`config.mk`:
```
export PLATFORM = sky130hd
export DESIGN_NAME = lfra_scan
export DESIGN_NICKNAME = d
export VERILOG_FILES = /design/src/lfra_scan.sv
export SDC_FILE = /design/constraint.sdc
export NUM_CORES = 1
export LEC_CHECK = 0
export BUFFER_PORTS_ARGS = -buffer_cell sky130_fd_sc_hd__buf_2
export CORE_MARGIN = 1.5
export CORE_UTILIZATION = 55
export DETAILED_ROUTE_END_ITERATION = 12
export PLACE_DENSITY = 0.86
export SLEW_MARGIN = 5
export SYNTH_ARGS = -nofsm -noshare
export SYNTH_HDL_FRONTEND = slang
export SYNTH_SLANG_ARGS = --single-unit
```
`constraint.sdc`:
```
create_clock -name i_clk -period 9.31 [get_ports i_clk]
set_clock_uncertainty 0.1 [all_clocks]
set_input_delay 1.3965 -clock i_clk [delete_from_list [all_inputs] [get_ports i_clk]]
set_output_delay 1.3965 -clock i_clk [all_outputs]
set_load 0.01 [all_outputs]
```
`src/lfra_scan.sv`:
```
module lfra_scan #(
    parameter int TIME_BITS = 40,
    parameter int ROOM_W    = 7
) (
    input  logic                 i_clk,
    input  logic                 i_rst_n,
    input  logic                 i_start,
    input  logic                 i_vld,
    input  logic [ROOM_W-1:0]    i_idx,
    input  logic [TIME_BITS-1:0] i_busy,
    input  logic [TIME_BITS-1:0] i_start_time,
    output logic [ROOM_W-1:0]    o_pick,
    output logic [TIME_BITS-1:0] o_base
);

    logic                 r_found, n_found;
    logic                 r_first, n_first;
    logic [ROOM_W-1:0]    r_free_idx, n_free_idx;
    logic [TIME_BITS-1:0] r_min, n_min;
    logic [ROOM_W-1:0]    r_min_idx, n_min_idx;
    logic                 free_hit;
    logic                 min_hit;

    // shared compare unit: one room per cycle
    assign free_hit = (i_busy <= i_start_time);
    assign min_hit  = (i_busy < r_min);

    always_comb begin
        n_found    = r_found;
        n_first    = r_first;
        n_free_idx = r_free_idx;
        n_min      = r_min;
        n_min_idx  = r_min_idx;
        if (i_start) begin
            n_found = 1'b0;
            n_first = 1'b1;
        end else if (i_vld) begin
            if (!r_found && free_hit) begin
                n_found    = 1'b1;
                n_free_idx = i_idx;
            end
            if (r_first || min_hit) begin
                n_min     = i_busy;
                n_min_idx = i_idx;
            end
            n_first = 1'b0;
        end
    end

    always_ff @(posedge i_clk) begin
        if (!i_rst_n) begin
            r_found <= 1'b0;
            r_first <= 1'b1;
        end else begin
            r_found <= n_found;
            r_first <= n_first;
        end
        r_free_idx <= n_free_idx;
        r_min      <= n_min;
        r_min_idx  <= n_min_idx;
    end

    assign o_pick = r_found ? r_free_idx : r_min_idx;
    assign o_base = r_found ? i_start_time : r_min;

endmodule

```
==> reports/summary.log <==
INFO  timing         setup-tns-final=0ns
INFO  logic_synthesis postSynthNetCount=608
INFO  route          final_antenna_net_count=0
INFO  global_routing grtUsageMet1=28.96%
INFO  power_and_ir_drop power_density=119.2mW/mm2
INFO  hold_path      worstHoldPathType=flop to flop
INFO  clock_network  clock_sink_count=56
INFO  worst_setup_path cp_cell_sequence=buf_2 > ha_1 > a21oi_1 > nor2b_1 > a2111oi_0 > o21ai_0 > a221oi_1 > o31a_2 > buf_4
INFO  timing         finalHoldViolCount=0
INFO  worst_setup_path critPathRequiredTime=9.19ns
INFO  timing         unrepaired_setup_endpoints_after_global_routing=false
INFO  global_routing grt_start_max_net_pins=65
INFO  logic_synthesis seq_area_frac_synth=39.89%
INFO  clock_network  post_cts_resize_count=0
INFO  floorplanning  rows=31
INFO  clock_network  path_clk_slew=0.11ns
INFO  timing         final_setup_violation_count=0
INFO  power_and_ir_drop peak_supply_drop=0.07266mV
INFO  place          placement.setup.worst_slack=4.889ns
INFO  finish         diodes=0
INFO  flow_run       max_cap_viol_count=0
INFO  power_and_ir_drop leakage=0.002538uW
INFO  global_routing grt.met2_usage=44.95%
INFO  timing         maxSlewViolCount=0
INFO  clock_network  cts_tree=done
INFO  place          dp_hpwl=8064um
INFO  floorplanning  floorplan.io_pins=138
INFO  timing         top_achievable_clock_speed=246.0MHz
INFO  route          avgViaCountPerCell=5.424
INFO  clock_network  clk-insertion-delay-late=0.31ns
INFO  floorplanning  die_height=90.03um
INFO  worst_setup_path crit_path_max_fanout=26
INFO  finish         fillCellCount=612
INFO  clock_network  holdBufCountCts=0
INFO  logic_synthesis yosys.area.top_type_share=38.93%
INFO  route          totalWireLength=9883um
INFO  worst_setup_path slowest_delay=0.57ns
INFO  global_routing grt_first_pass_wirelength=16160um
INFO  place          portBuffers=137
INFO  finish         drive_gt1_share=28.00%
INFO  logic_synthesis synthesis.instances=438
INFO  logic_synthesis synth_area_leaders=sky130_fd_sc_hd__edfxtp_1 39%, sky130_fd_sc_hd__ha_1 24%, sky130_fd_sc_hd__inv_1 7.4%, sky130_fd_sc_hd__o21ai_0 6.4%, sky130_fd_sc_hd__nand2_1 4.9%
INFO  worst_setup_path critical_path.slowest_cell=sky130_fd_sc_hd__o31a_2
INFO  finish         finalNetCount=744
INFO  global_routing initial_antenna_violation_count=0
INFO  status         status=finished, final reports clean
INFO  worst_setup_path arrival=3.95ns
INFO  clock_network  clockBufferDepth=2
INFO  floorplanning  core_area=0.007292mm2
INFO  clock_network  inserted_clock_buffers=5
INFO  worst_setup_path worstSetupStartpointType=primary input
INFO  clock_network  cts_setup_buffers=0
INFO  floorplanning  die_area=0.008105mm2
INFO  finish         synth_to_layout_area_growth=21.72%
INFO  clock_network  cts-htree-levels=2
INFO  clock_network  cts.root.buffer_cell=sky130_fd_sc_hd__clkbuf_8
INFO  timing         worst_pin_slew=0.7244ns
INFO  floorplanning  floorplan.initialDensity=57.12%
INFO  route          drt-initial-drc-count=150
INFO  timing         final_min_period=4.066ns
INFO  logic_synthesis synthDistinctLibCells=33
INFO  global_routing grt_busiest_layer=met2
INFO  logic_synthesis yosys_warnings=0
INFO  floorplanning  x_dimension_of_the_die=90.03um
INFO  logic_synthesis postSynthAreaPerCell=9.510um2
INFO  route          route.vias.total=3656
INFO  global_routing grt.overflow.total=0
INFO  worst_setup_path critPathCaptureType=flop
INFO  global_routing met3_usage=3.807%
INFO  route          wire_per_inst=14.66um
INFO  logic_synthesis library_cell_occupying_the_most_area_in_the_post_synthesis_netlist=sky130_fd_sc_hd__edfxtp_1
INFO  route          remaining_drc_errors=0
INFO  route          drt_first_pass_iters=4
INFO  timing         finalCritPeriodShare=43.67%
INFO  global_routing first_global_vias=3676
INFO  worst_setup_path critical_path_class=primary input to flop
INFO  logic_synthesis synth_area=0.004165mm2
INFO  timing         slew_headroom=51.62%
INFO  timing         post-route-worst-setup-slack=5.244ns
INFO  logic_synthesis synth-seq-cells=56
INFO  global_routing track_usage=24.16%
INFO  place          globalplace.congestion=0.8263
==> area by class of cell <==
type / instances / area (um2) / area share, %
inverter: 82 / 307.8 / 6.071
tap: 99 / 123.9 / 2.443
sequential: 56 / 1663 / 32.80
multi-input combinational: 290 / 2160 / 42.60
clock buffer: 5 / 68.82 / 1.357
clock inverter: 3 / 46.29 / 0.9131
timing repair buffer: 139 / 700.7 / 13.82
==> metal layers <==
| metal | share of wire (%) | up-vias | routed length, um |
|---|---|---|---|
| met5 | 0 | - | 0 |
| met4 | 1.2 | 0 | 116 |
| met3 | 4.8 | 12 | 473 |
| met2 | 52 | 112 | 5115 |
| met1 | 42 | 1713 | 4178 |
| li1 | - | 1819 | - |
==> cell usage in the layout (no fill, tap or decap), types with 3 or more instances in the layout <==
cell type	n
sky130_fd_sc_hd__nand4_1	14
sky130_fd_sc_hd__a21oi_1	28
sky130_fd_sc_hd__mux2_2	8
sky130_fd_sc_hd__nor3_1	3
sky130_fd_sc_hd__nand2_1	54
sky130_fd_sc_hd__o21ai_0	53
sky130_fd_sc_hd__a21o_1	8
sky130_fd_sc_hd__clkbuf_8	5
sky130_fd_sc_hd__nor2_1	6
sky130_fd_sc_hd__buf_2	137
sky130_fd_sc_hd__inv_1	82
sky130_fd_sc_hd__nand3_1	6
sky130_fd_sc_hd__ha_1	79
sky130_fd_sc_hd__edfxtp_1	54
sky130_fd_sc_hd__a221oi_1	4
sky130_fd_sc_hd__a211oi_1	3
sky130_fd_sc_hd__nor2b_1	3
==> where the power goes <==
| part | switching [uW] | internal (uW) | leakage [uW] |
|---|---|---|---|
| logic | 81.8 | 63.1 | 0.00196 |
| registers | 4.13 | 289 | 0.000521 |
| clock network | 85.0 | 81.2 | 0.0000548 |
==> synth_stat cells, drive strengths merged <==
master / instances
nand3: 6
o21ai: 53
inv: 82
nand2: 54
o31a: 1
and4: 1
o311a: 2
a21boi: 2
nand2b: 2
a211oi: 4
clkbuf: 10
a31oi: 2
a21oi: 28
edfxtp: 54
dfxtp: 2
mux2: 8
a21o: 8
and3: 2
a221oi: 4
o21a: 1
ha: 79
nor2b: 4
nor4: 1
nand4: 14
nor2: 6
a2111o: 1
o211ai: 1
a2111oi: 1
nor3: 3
or4: 1
o21ba: 1
==> sequential cells by signal, indices dropped and copies added, names as in the netlist <==
register	count
r_min	40
r_first	1
r_free_idx	7
r_min_idx	7
r_found	1
==> final timing paths <==
check	start	to	slack, ns	depth (start not counted)
max	i_busy[4]	r_min[15]$_DFFE_PP_	5.24	9
min	r_first$_SDFFE_PP1P_	r_first$_SDFFE_PP1P_	0.45	2
max reg2reg	r_min[4]$_DFFE_PP_	r_min[15]$_DFFE_PP_	6.05	9
min reg2reg	r_first$_SDFFE_PP1P_	r_first$_SDFFE_PP1P_	0.45	2
==> worst max-delay path, delay by kind of cell <==
kind / cells / cell delay (ns)
AO/OA/AOI/OAI: 5 / 1.60
buffers and inverters: 2 / 0.57
adder cells (fa/ha/maj): 1 / 0.30
AND/OR/NAND/NOR: 1 / 0.06
==> kinds of logic after synthesis <==
kind of cell	Yosys count	share of synthesized area [%]
compound gates	109	15.41
simple gates	94	10.51
buf+inv	92	8.291
fa+ha+maj	79	23.73
flops	56	39.89
mux	8	2.163
==> metrics by stage <==
stage / power, uW / util, % / area (um2) / hold WS, ns / std cells
finish: 604.5 / 69.53 / 5070 / 0.4535 / 674
global route: 636.5 / 69.53 / 5070 / 0.4916 / 674
CTS: 608.9 / 69.53 / 5070 / 0.4562 / 674
detailed placement: 443.7 / 67.95 / 4955 / 0.4404 / 666
global placement: 435.2 / 67.95 / 4955 / 0.4303 / 666
floorplan: 379.8 / - / 4165 / 0.3663 / 438
No activity file was read; power rests on OpenSTA's default activity.
